$ cat config.mk
export PLATFORM = sky130hd
export DESIGN_NAME = relay_interlock_pulse_controller
export DESIGN_NICKNAME = d
export VERILOG_FILES = /design/src/design/rlyip_pkg.sv /design/src/design/rlyip_cfg_regs.sv /design/src/design/rlyip_tick_engine.sv /design/src/design/relay_interlock_pulse_controller.sv
export SDC_FILE = /design/constraint.sdc
export NUM_CORES = 1
export LEC_CHECK = 0
export ABC_AREA = 0
export BUFFER_PORTS_ARGS = -buffer_cell sky130_fd_sc_hd__buf_2
export CAP_MARGIN = 15
export CORE_MARGIN = 10
export CORE_UTILIZATION = 51
export DETAILED_ROUTE_END_ITERATION = 7
export HOLD_SLACK_MARGIN = 0.03
export PLACE_DENSITY_LB_ADDON = 0.12
export SYNTH_ARGS = -nofsm -noshare
export SYNTH_HDL_FRONTEND = slang
export SYNTH_SLANG_ARGS = --single-unit
$ cat constraint.sdc
create_clock -name clk -period 3.9 [get_ports clk]
set_input_delay 0.585 -clock clk [delete_from_list [all_inputs] [get_ports clk]]
set_output_delay 0.585 -clock clk [all_outputs]
set_load 0.1 [all_outputs]
$ cat src/design/rlyip_pkg.sv
`timescale 1ns / 1ps
// ----------------------------------------------------------------------------
// Relay interlock pulse controller package
// Shared sizes, register indexes and types for the controller datapath.
// ----------------------------------------------------------------------------
package rlyip_pkg;

    localparam int CHANNEL_COUNT  = 4;
    localparam int COUNT_BITS     = 16;
    localparam int PERIOD_BITS    = 16;
    localparam int RELAY_BITS     = 4;
    localparam int KEY_BITS       = 4;
    localparam int LOCK_BITS      = 3;
    localparam int CFG_INDEX_BITS = 2;
    localparam int CFG_DATA_BITS  = 16;
    localparam int CMP_BITS       = (COUNT_BITS > PERIOD_BITS) ? COUNT_BITS : PERIOD_BITS;

    localparam int PULSE_LEAD     = 5;
    localparam int HOLD_TICKS     = 5;
    localparam int PERIOD_RESET   = 50;

    typedef logic [CHANNEL_COUNT-1:0] chan_vec_t;
    typedef logic [COUNT_BITS-1:0]    count_t;
    typedef logic [PERIOD_BITS-1:0]   period_t;
    typedef logic [LOCK_BITS-1:0]     lock_t;

    typedef enum logic [CFG_INDEX_BITS-1:0] {
        CFG_LOCK_MODE    = 2'd0,
        CFG_JOG_MASK     = 2'd1,
        CFG_PULSE_PERIOD = 2'd2
    } cfg_index_t;

    typedef struct packed {
        logic      lock_mode;
        chan_vec_t jog_mask;
        period_t   pulse_period;
    } cfg_t;

    typedef struct packed {
        chan_vec_t key_levels;
        lock_t     held_channel;
    } tick_result_t;

endpackage

$ cat src/design/rlyip_cfg_regs.sv
`timescale 1ns / 1ps
// ----------------------------------------------------------------------------
// Configuration registers
// Write-only register file for mode, jog mask and pulse period.
// ----------------------------------------------------------------------------
module rlyip_cfg_regs (
    input  logic                                 clk,
    input  logic                                 rst_n,
    input  logic                                 cfg_we,
    input  logic [rlyip_pkg::CFG_INDEX_BITS-1:0] cfg_index,
    input  logic [rlyip_pkg::CFG_DATA_BITS-1:0]  cfg_data,
    output rlyip_pkg::cfg_t                      cfg
);
    import rlyip_pkg::*;

    cfg_t cfg_reg;
    cfg_t cfg_next;

    always_comb
    begin
        cfg_next = cfg_reg;
        if (cfg_we)
        begin
            case (cfg_index_t'(cfg_index))
                CFG_LOCK_MODE:    cfg_next.lock_mode    = cfg_data[0];
                CFG_JOG_MASK:     cfg_next.jog_mask     = cfg_data[CHANNEL_COUNT-1:0];
                CFG_PULSE_PERIOD: cfg_next.pulse_period = cfg_data[PERIOD_BITS-1:0];
                default:          cfg_next = cfg_reg;
            endcase
        end
    end

    always_ff @(posedge clk or negedge rst_n)
    begin
        if (!rst_n)
        begin
            cfg_reg.lock_mode    <= 1'b0;
            cfg_reg.jog_mask     <= '0;
            cfg_reg.pulse_period <= period_t'(PERIOD_RESET);
        end
        else
        begin
            cfg_reg <= cfg_next;
        end
    end

    assign cfg = cfg_reg;

endmodule

$ cat src/design/rlyip_tick_engine.sv
`timescale 1ns / 1ps
// ----------------------------------------------------------------------------
// Tick engine
// Channel counters, arm flags, lock state and key drive, updated once per
// request in a single combinational pass.
// ----------------------------------------------------------------------------
module rlyip_tick_engine (
    input  logic                    clk,
    input  logic                    rst_n,
    input  logic                    step_en,
    input  rlyip_pkg::chan_vec_t    relays,
    input  rlyip_pkg::cfg_t         cfg,
    output rlyip_pkg::tick_result_t result
);
    import rlyip_pkg::*;

    count_t    counts_reg [CHANNEL_COUNT];
    count_t    counts_next[CHANNEL_COUNT];
    count_t    counts_inc [CHANNEL_COUNT];
    chan_vec_t armed_reg;
    chan_vec_t armed_next;
    chan_vec_t key_reg;
    chan_vec_t key_next;
    chan_vec_t prev_relay_reg;
    chan_vec_t prev_relay_next;
    chan_vec_t rising;
    lock_t     locked_reg;
    lock_t     locked_next;
    lock_t     prev_locked_reg;
    lock_t     prev_locked_next;
    period_t   press_at;
    logic      lead_ok;

    assign rising   = relays & ~prev_relay_reg;
    assign lead_ok  = cfg.pulse_period >= period_t'(PULSE_LEAD);
    assign press_at = cfg.pulse_period - period_t'(PULSE_LEAD);

    always_comb
    begin
        for (int i = 0; i < CHANNEL_COUNT; i++)
        begin
            counts_inc[i] = counts_reg[i] + count_t'(1);
        end
    end

    always_comb
    begin
        counts_next      = counts_reg;
        armed_next       = armed_reg;
        key_next         = key_reg;
        locked_next      = locked_reg;
        prev_locked_next = prev_locked_reg;
        prev_relay_next  = prev_relay_reg;

        if (!cfg.lock_mode)
        begin
            for (int i = 0; i < CHANNEL_COUNT; i++)
            begin
                counts_next[i] = counts_inc[i];
                if (cfg.jog_mask[i])
                begin
                    if (relays[i] && !armed_reg[i])
                    begin
                        counts_next[i] = '0;
                        armed_next[i]  = 1'b1;
                    end
                    else if (armed_reg[i] && relays[i] && lead_ok &&
                             CMP_BITS'(counts_inc[i]) == CMP_BITS'(press_at))
                    begin
                        key_next[i] = 1'b0;
                    end
                    else if (armed_reg[i] && relays[i] &&
                             CMP_BITS'(counts_inc[i]) == CMP_BITS'(cfg.pulse_period))
                    begin
                        key_next[i]   = 1'b1;
                        armed_next[i] = 1'b0;
                    end
                    else if (!relays[i] && armed_reg[i])
                    begin
                        armed_next[i] = 1'b0;
                    end
                end
            end
        end
        else
        begin
            // highest rising channel wins
            for (int i = 0; i < CHANNEL_COUNT; i++)
            begin
                if (rising[i])
                begin
                    locked_next = LOCK_BITS'(i + 1);
                end
                counts_next[i] = counts_inc[i];
            end
            prev_relay_next = relays;
            if (prev_locked_reg != locked_next)
            begin
                for (int i = 0; i < CHANNEL_COUNT; i++)
                begin
                    counts_next[i] = '0;
                end
                prev_locked_next = locked_next;
            end
            for (int i = 0; i < CHANNEL_COUNT; i++)
            begin
                if (relays[i] && locked_next != LOCK_BITS'(i + 1))
                begin
                    if (counts_next[i] <= count_t'(HOLD_TICKS))
                    begin
                        key_next[i] = 1'b0;
                    end
                    else
                    begin
                        key_next[i]    = 1'b1;
                        counts_next[i] = '0;
                    end
                end
            end
        end
    end

    always_ff @(posedge clk or negedge rst_n)
    begin
        if (!rst_n)
        begin
            for (int i = 0; i < CHANNEL_COUNT; i++)
            begin
                counts_reg[i] <= '0;
            end
            armed_reg       <= '0;
            key_reg         <= '1;
            locked_reg      <= '0;
            prev_locked_reg <= '0;
            prev_relay_reg  <= '0;
        end
        else if (step_en)
        begin
            counts_reg      <= counts_next;
            armed_reg       <= armed_next;
            key_reg         <= key_next;
            locked_reg      <= locked_next;
            prev_locked_reg <= prev_locked_next;
            prev_relay_reg  <= prev_relay_next;
        end
    end

    assign result.key_levels   = key_next;
    assign result.held_channel = locked_next;

`ifndef SYNTHESIS
    a_jog_keeps_lock: assert property (@(posedge clk) disable iff (!rst_n)
        step_en && !cfg.lock_mode |=> $stable(locked_reg) && $stable(prev_relay_reg))
        else $error("lock state changed in jog mode");

    a_lock_keeps_arm: assert property (@(posedge clk) disable iff (!rst_n)
        step_en && cfg.lock_mode |=> $stable(armed_reg))
        else $error("arm flags changed in lock mode");

    a_lock_tracked: assert property (@(posedge clk) disable iff (!rst_n)
        step_en && cfg.lock_mode |=> prev_locked_reg == locked_reg)
        else $error("previous lock not tracked");

    a_idle_hold: assert property (@(posedge clk) disable iff (!rst_n)
        !step_en |=> $stable(key_reg) && $stable(armed_reg))
        else $error("state moved without a request");
`endif

endmodule

$ cat src/design/relay_interlock_pulse_controller.sv
// Latency: request in the input register, then result in the result register.
// Throughput: one request per cycle unless stalled; the single-pass tick engine
// sets the rate. A stalled result holds the input stage; a new request is still
// taken while the result waits as long as the input stage is free.
// Reset: asynchronous, active low; keys released, counters and lock cleared.
`timescale 1ns / 1ps
// ----------------------------------------------------------------------------
// Relay interlock pulse controller
// Input register, tick engine and result register with valid/stall channels.
// ----------------------------------------------------------------------------
module relay_interlock_pulse_controller (
    input  logic                                 clk,
    input  logic                                 rst_n,
    input  logic                                 cfg_we,
    input  logic [rlyip_pkg::CFG_INDEX_BITS-1:0] cfg_index,
    input  logic [rlyip_pkg::CFG_DATA_BITS-1:0]  cfg_data,
    input  logic                                 in_valid,
    output logic                                 in_stall,
    input  logic [rlyip_pkg::RELAY_BITS-1:0]     relay_levels,
    output logic                                 out_valid,
    input  logic                                 out_stall,
    output logic [rlyip_pkg::KEY_BITS-1:0]       key_levels,
    output logic [rlyip_pkg::LOCK_BITS-1:0]      held_channel
);
    import rlyip_pkg::*;

    cfg_t         cfg;
    tick_result_t result;
    chan_vec_t    relay_reg;
    logic         s1_valid_reg;
    logic         s1_valid_next;
    logic         out_valid_reg;
    logic         out_valid_next;
    logic         step_en;
    logic         in_take;
    tick_result_t out_reg;

    assign step_en  = s1_valid_reg && !(out_valid_reg && out_stall);
    assign in_stall = s1_valid_reg && !step_en;
    assign in_take  = in_valid && !in_stall;

    always_comb
    begin
        s1_valid_next = s1_valid_reg;
        if (in_take)
        begin
            s1_valid_next = 1'b1;
        end
        else if (step_en)
        begin
            s1_valid_next = 1'b0;
        end

        out_valid_next = out_valid_reg;
        if (step_en)
        begin
            out_valid_next = 1'b1;
        end
        else if (!out_stall)
        begin
            out_valid_next = 1'b0;
        end
    end

    always_ff @(posedge clk or negedge rst_n)
    begin
        if (!rst_n)
        begin
            s1_valid_reg  <= 1'b0;
            out_valid_reg <= 1'b0;
        end
        else
        begin
            s1_valid_reg  <= s1_valid_next;
            out_valid_reg <= out_valid_next;
        end
    end

    always_ff @(posedge clk)
    begin
        if (in_take)
        begin
            relay_reg <= chan_vec_t'(relay_levels);
        end
        if (step_en)
        begin
            out_reg <= result;
        end
    end

    rlyip_cfg_regs u_cfg_regs (
        .clk       (clk),
        .rst_n     (rst_n),
        .cfg_we    (cfg_we),
        .cfg_index (cfg_index),
        .cfg_data  (cfg_data),
        .cfg       (cfg)
    );

    rlyip_tick_engine u_tick_engine (
        .clk     (clk),
        .rst_n   (rst_n),
        .step_en (step_en),
        .relays  (relay_reg),
        .cfg     (cfg),
        .result  (result)
    );

    assign out_valid    = out_valid_reg;
    assign key_levels   = KEY_BITS'(out_reg.key_levels);
    assign held_channel = out_reg.held_channel;

endmodule

==> results.py, run 1 <==
metrics = {
    "logic_synthesis": {
        "ys_types": 83,
        "synth_top_area_share": 0.248,
        "synth_top_area_cell": "dfrtp_1",
        "synth.avg_cell_area_um2": 8.36,
        "syn_inst": 1185,
        "synth_common_cells": "xnor2_1, dfrtp_1, nand2_1",
        "async_flop_share": 0.905,
        "yosysMostFrequentCell": "xnor2_1",
        "yosys_warnings": 0,
        "synth_edf_count": 11,
        "synth-seq-area-share": 0.299,
        "synth.cell_area_um2": 9910,
        "ys_ff_latch": 116,
        "synthTopCellsByArea": "dfrtp_1, xnor2_1, o21ai_0, nand2_1, xor2_1",
        "syn_nets": 1218,
        "ys.flop_type": "dfrtp_1",
    },
    "timing": {
        "finalCritPeriodShare": 0.879,
        "finalHoldViolCount": 0,
        "worst_slew_pin_slew_ns": 1.08,
        "rsz0062_at_grt": "false",
        "fin_ws_ns": 0.473,
        "slew_violations": 0,
        "slew_headroom": 0.280,
        "max_freq_mhz": 292,
        "setup_tns_ns": 0,
        "finClkSkew_ns": 0.00892,
        "finalSetupViolations": 0,
        "min_period_ns": 3.43,
        "hold_slack_ns": 0.252,
    },
    "power": {
        "power_mw": 5.72,
        "ir_drop_uv": 361,
        "p_leak_nw": 4.38,
        "power.density_nw_per_um2": 521,
    },
    "clock_tree": {
        "cts_setup_buffers": 0,
        "path_clk_slew_ns": 0.06,
        "clkLatencyLatePin_ns": 0.43,
        "cts_buffers": 17,
        "ctsResizeCount": 0,
        "cts_max_level": 4,
        "cts_num_sinks": 116,
        "cts_tree": "built",
        "cts.path.max_buffers": 2,
        "root_buffer": "clkbuf_16",
        "holdBufCountCts": 0,
    },
    "global_route": {
        "grt_max_degree": 63,
        "grt_first_pass_wirelength_mm": 49.8,
        "grt_pass1_vias": 8528,
        "track_usage": 0.245,
        "grt-ovfl-total": 0,
        "antenna_found_initial": 0,
    },
    "floorplanning": {
        "ioPinCount": 36,
        "die_h_um": 159,
        "coreArea_um2": 18900,
        "die_x_um": 159,
        "die-area_um2": 25400,
        "initial_utilization": 0.524,
        "num_rows": 50,
    },
    "layout": {
        "layout-drive-gt1-share": 0.133,
        "n_antenna_cell": 0,
        "largest_register_ffs": 64,
        "nNetsFinal": 1214,
        "areaGrowthSynthToFinish_pct": 10.8,
        "fin_area_um2": 11000,
        "instances_no_fill": 1454,
        "final_core_util": 0.581,
        "fillers": 1712,
    },
    "hold_path": {
        "hold_class": "input port to asynchronous set/reset pin",
    },
    "job": {
        "cap_violations": 0,
    },
    "drt": {
        "first_iter_violations": 945,
        "wl_per_cell_um": 21.9,
        "num_vias": 9221,
        "drc": 0,
        "antenna_left": 0,
        "routed_wl_mm": 31.9,
        "drt_first_pass_iters": 5,
        "viasPerCell": 6.34,
    },
    "critical_path": {
        "cp-end-kind": "flip-flop",
        "worstPathRequired_ns": 4.06,
        "critical_path_class": "flip-flop to flip-flop",
        "cp-start-kind": "flip-flop",
        "arrival_ns": 3.59,
        "worstPathMaxFanout": 10,
        "ff2ff_path_depth": 9,
    },
    "place": {
        "port_buffers": 35,
        "placed_cells": 1422,
        "routabilityCongestion": 0.960,
        "dpl_worst_slack_ns": 0.571,
        "dpl.hpwl_mm": 23.1,
        "post_dp_cell_area_um2": 10300,
    },
    "outcome": {
        "outcome": "completed",
    },
}
==> power by group <==
part / internal [mW] / leakage (nW) / switching, mW
combinational: 0.880 / 2.60 / 1.29
sequential: 1.43 / 1.46 / 0.335
clock: 1.14 / 0.315 / 0.642
total: 3.45 / 4.38 / 2.27
==> worst max-delay path: stages, from the launching register on <==
cell	delay, ns
dfrtp_1	0.49
ha_1	0.44
nand2_1	0.19
or4_1	0.59
xor2_1	0.35
xnor3_1	0.38
nor4bb_1	0.28
nand4_1	0.17
o21ai_1	0.19
o21ai_1	0.08
==> routing by layer <==
| metal | up-vias | GRT usage | wire, µm |
|---|---|---|---|
| met4 | 0 | 0.0935 | 1080 |
| li1 | 4355 | - | - |
| met2 | 435 | 0.387 | 14500 |
| met3 | 77 | 0.0501 | 2630 |
| met1 | 4354 | 0.322 | 13700 |
| met5 | - | 0 | 0 |
==> cell type report <==
type,count,area (µm²),area share
tap,260,325,0.0296
timing repair buffer,75,478,0.0435
clock buffer,17,425,0.0388
multi-input combinational,933,6410,0.584
sequential,116,2970,0.270
inverter,38,143,0.0130
clock inverter,15,228,0.0207
==> cells in the final DEF, fill, tap and decap left out, drive strengths merged, types with 10 or more instances in the layout <==
| master | instances |
|---|---|
| mux2i | 13 |
| nor2b | 13 |
| nand4 | 41 |
| buf | 75 |
| nor2 | 48 |
| nand2b | 15 |
| nand3 | 54 |
| clkbuf | 17 |
| and3 | 15 |
| nand2 | 98 |
| o21ai | 84 |
| a211oi | 11 |
| xnor2 | 109 |
| or4 | 10 |
| nor3 | 54 |
| xnor3 | 15 |
| nor4 | 35 |
| a21oi | 43 |
| edfxtp | 11 |
| or3 | 16 |
| o31ai | 10 |
| a21o | 24 |
| a31oi | 18 |
| mux2 | 24 |
| dfrtp | 98 |
| inv | 39 |
| and4 | 10 |
| xor2 | 40 |
==> logic make-up (layout without fill, tap and decap cells) <==
group | after synthesis | count (layout) | share of synthesized area
adders and majority gates | 6 | 6 | 0.00758
xor gates and xnor gates | 165 | 165 | 0.168
buffers and inverters | 136 | 145 | 0.0534
DFF | 116 | 116 | 0.299
and+or+nand+nor | 444 | 444 | 0.241
muxes | 37 | 37 | 0.0404
AOI/OAI and AO/OA | 281 | 281 | 0.190
==> path summary, 6_finish.rpt <==
kind                                                 start                               to  slack [ns]
max                           u_tick_engine.counts_reg[17]                    key_levels[2]        0.47
min                                                  rst_n     u_tick_engine.counts_reg[44]        0.25
max reg2reg                   u_tick_engine.counts_reg[17]                    key_levels[2]        0.47
min reg2reg                u_tick_engine.prev_relay_reg[1]  u_tick_engine.prev_relay_reg[1]        0.47
max in group asynchronous                            rst_n         u_tick_engine.key_reg[0]        2.76
min in group clk                           relay_levels[0]                     relay_reg[0]        0.33
Power figures use the tool's default switching activity.
==> inputs of run 2 (changes only) <==
- CORE_ASPECT_RATIO: not set -> 0.8
==> run 2 against run 1 <==
Non-clock buffer count is 3 higher; combinational power is essentially flat; fmax is 3.0% lower; largest power group unchanged; design area down 0.63%; die area rose by 0.14%; clock-buffer cell count unchanged; worst setup slack worse by 0.10 ns; utilization down 0.78 points; power is 5.4% lower; routed wire length fell by 0.79%; global-route usage is 0.20 points higher.
==> results.py, run 2 (same netlist as run 1, synthesis figures left out) <==
metrics = {
    "critical_path": {
        "timing.critical_path.cells": "ha_1 -> nand2_1 -> or4_1 -> xor2_1 -> xnor3_1 -> nor4bb_1 -> nand4_1 -> o21ai_1 -> o21ai_1",
        "cp-end-kind": "flip-flop",
        "cp-start-kind": "flip-flop",
        "arrival_ns": 3.71,
        "worstPathRequired_ns": 4.07,
        "ff2ff_path_depth": 9,
        "critical_path_class": "flip-flop to flip-flop",
        "cpPeakStageDelay_ns": 0.60,
        "crit_top_cell": "o21ai_1",
        "crit_slowest_cell": "or4_1",
        "worstPathMaxFanout": 12,
    },
    "drt": {
        "num_vias": 9314,
        "top_layer_used": "met4",
        "viasPerCell": 6.40,
        "drc": 0,
        "routed_wl_mm": 31.6,
        "drt_first_pass_iters": 6,
        "route.met2.wl_mm": 14.0,
        "wl_met3_mm": 2.45,
        "wl_met1_mm": 14.4,
        "wl_per_cell_um": 21.8,
        "first_iter_violations": 1133,
        "antenna_left": 0,
    },
    "place": {
        "dpl.hpwl_mm": 22.7,
        "port_buffers": 35,
        "routabilityCongestion": 0.966,
    },
    "floorplanning": {
        "num_rows": 45,
        "initial_utilization": 0.521,
        "die_x_um": 176,
        "ioPinCount": 36,
        "coreArea_um2": 19000,
        "die_h_um": 145,
        "die-area_um2": 25400,
    },
    "layout": {
        "multi_input_area_um2": 6410,
        "final_cell_mix": "xnor2_1, nand2_1, dfrtp_1",
        "final_core_util": 0.573,
        "nNetsFinal": 1217,
        "fillers": 1794,
        "ff_latch_area_um2": 2970,
        "layout-drive-gt1-share": 0.136,
        "final_common_cell": "xnor2_1",
        "areaGrowthSynthToFinish_pct": 10.1,
        "n_antenna_cell": 0,
        "largest_register_ffs": 64,
    },
    "global_route": {
        "grt_first_pass_wirelength_mm": 49.1,
        "grt-ovfl-total": 0,
        "antenna_found_initial": 0,
        "track_usage": 0.247,
        "grt_pass1_vias": 8380,
        "grt_max_degree": 61,
    },
    "hold_path": {
        "hold_class": "input port to asynchronous set/reset pin",
    },
    "timing": {
        "rsz0062_at_grt": "false",
        "setup_tns_ns": 0,
        "finalSetupViolations": 0,
        "finClkSkew_ns": 0.00590,
        "worst_slew_pin_slew_ns": 1.09,
        "max_freq_mhz": 283,
        "slew_headroom": 0.273,
        "min_period_ns": 3.53,
        "finalHoldViolCount": 0,
        "slew_violations": 0,
        "finalCritPeriodShare": 0.906,
    },
    "power": {
        "p_leak_nw": 4.35,
        "ir_drop_uv": 285,
        "power.density_nw_per_um2": 496,
    },
    "clock_tree": {
        "ctsResizeCount": 0,
        "cts_buffers": 17,
        "cts_max_level": 4,
        "cts_tree": "built",
        "clkLatencyLatePin_ns": 0.43,
        "root_buffer": "clkbuf_16",
        "cts.path.max_buffers": 2,
        "holdBufCountCts": 0,
        "cts_num_sinks": 116,
        "cts_setup_buffers": 0,
        "path_clk_slew_ns": 0.06,
    },
    "job": {
        "cap_violations": 0,
    },
    "outcome": {
        "outcome": "completed",
    },
}
==> run 2: cell count changes in the layout (fill, tap and decap cells not counted) <==
cell and change:
a21oi_1 -1, bufinv_16 -4, clkinv_2 +1, buf_4 +3
a21oi_2 +1, clkinvlp_4 +3
==> run 2: critical path, delay by kind of cell (launching register included) <==
family,cells,cell delay (ns)
AND/OR/NAND/NOR,4,1.33
flip-flops,1,0.55
adder cells (fa/ha/maj),1,0.44
XOR/XNOR,2,0.66
AO/OA/AOI/OAI,2,0.30
==> run 2: worst paths after layout <==
path / from / end / slack (ns)
min in group clk: relay_levels[1] / relay_reg[1] / 0.33
setup / recovery: u_tick_engine.counts_reg[16] / key_levels[2] / 0.37
hold reg to reg: u_tick_engine.prev_relay_reg[1] / u_tick_engine.prev_relay_reg[1] / 0.47
hold / removal: rst_n / u_tick_engine.counts_reg[10] / 0.24
setup reg to reg: u_tick_engine.counts_reg[16] / key_levels[2] / 0.37
max in group asynchronous: rst_n / u_cfg_regs.cfg[4] / 2.78
==> run 2: cell type report <==
| class | instances | area share |
|---|---|---|
| repair buffers | 78 | 0.0459 |
| multi-input cells | 933 | 0.588 |
| well taps | 258 | 0.0296 |
| clock buffers | 17 | 0.0390 |
| flip-flops and latches | 116 | 0.272 |
| clock inverters | 15 | 0.0124 |
| inverters | 38 | 0.0131 |
==> run 2: metrics by stage <==
stage / instances / hold WS, ns / power, mW / cell area, µm² / setup WS [ns]
after floorplan: 1185 / 0.289 / 3.25 / 9910 / 0.744
after global placement: 1423 / 0.450 / 3.84 / 10300 / 0.468
after detailed placement: 1423 / 0.455 / 3.86 / 10300 / 0.420
after CTS: 1455 / 0.259 / 5.39 / 10900 / 0.389
after global routing: 1455 / 0.289 / 5.69 / 10900 / 0.0244
final: 1455 / 0.236 / 5.41 / 10900 / 0.368
==> run 2: per-layer routing <==
layer | global-route usage | vias to the layer above
met1 | 0.345 | 4465
met2 | 0.379 | 416
met4 | 0.0850 | 0
met5 | 0 | -
li1 | - | 4365
met3 | 0.0422 | 68
==> run 2: power breakdown <==
group          internal, mW  switching (mW)
combinational         0.869            1.27
clock                 0.877           0.637
sequential             1.43           0.326
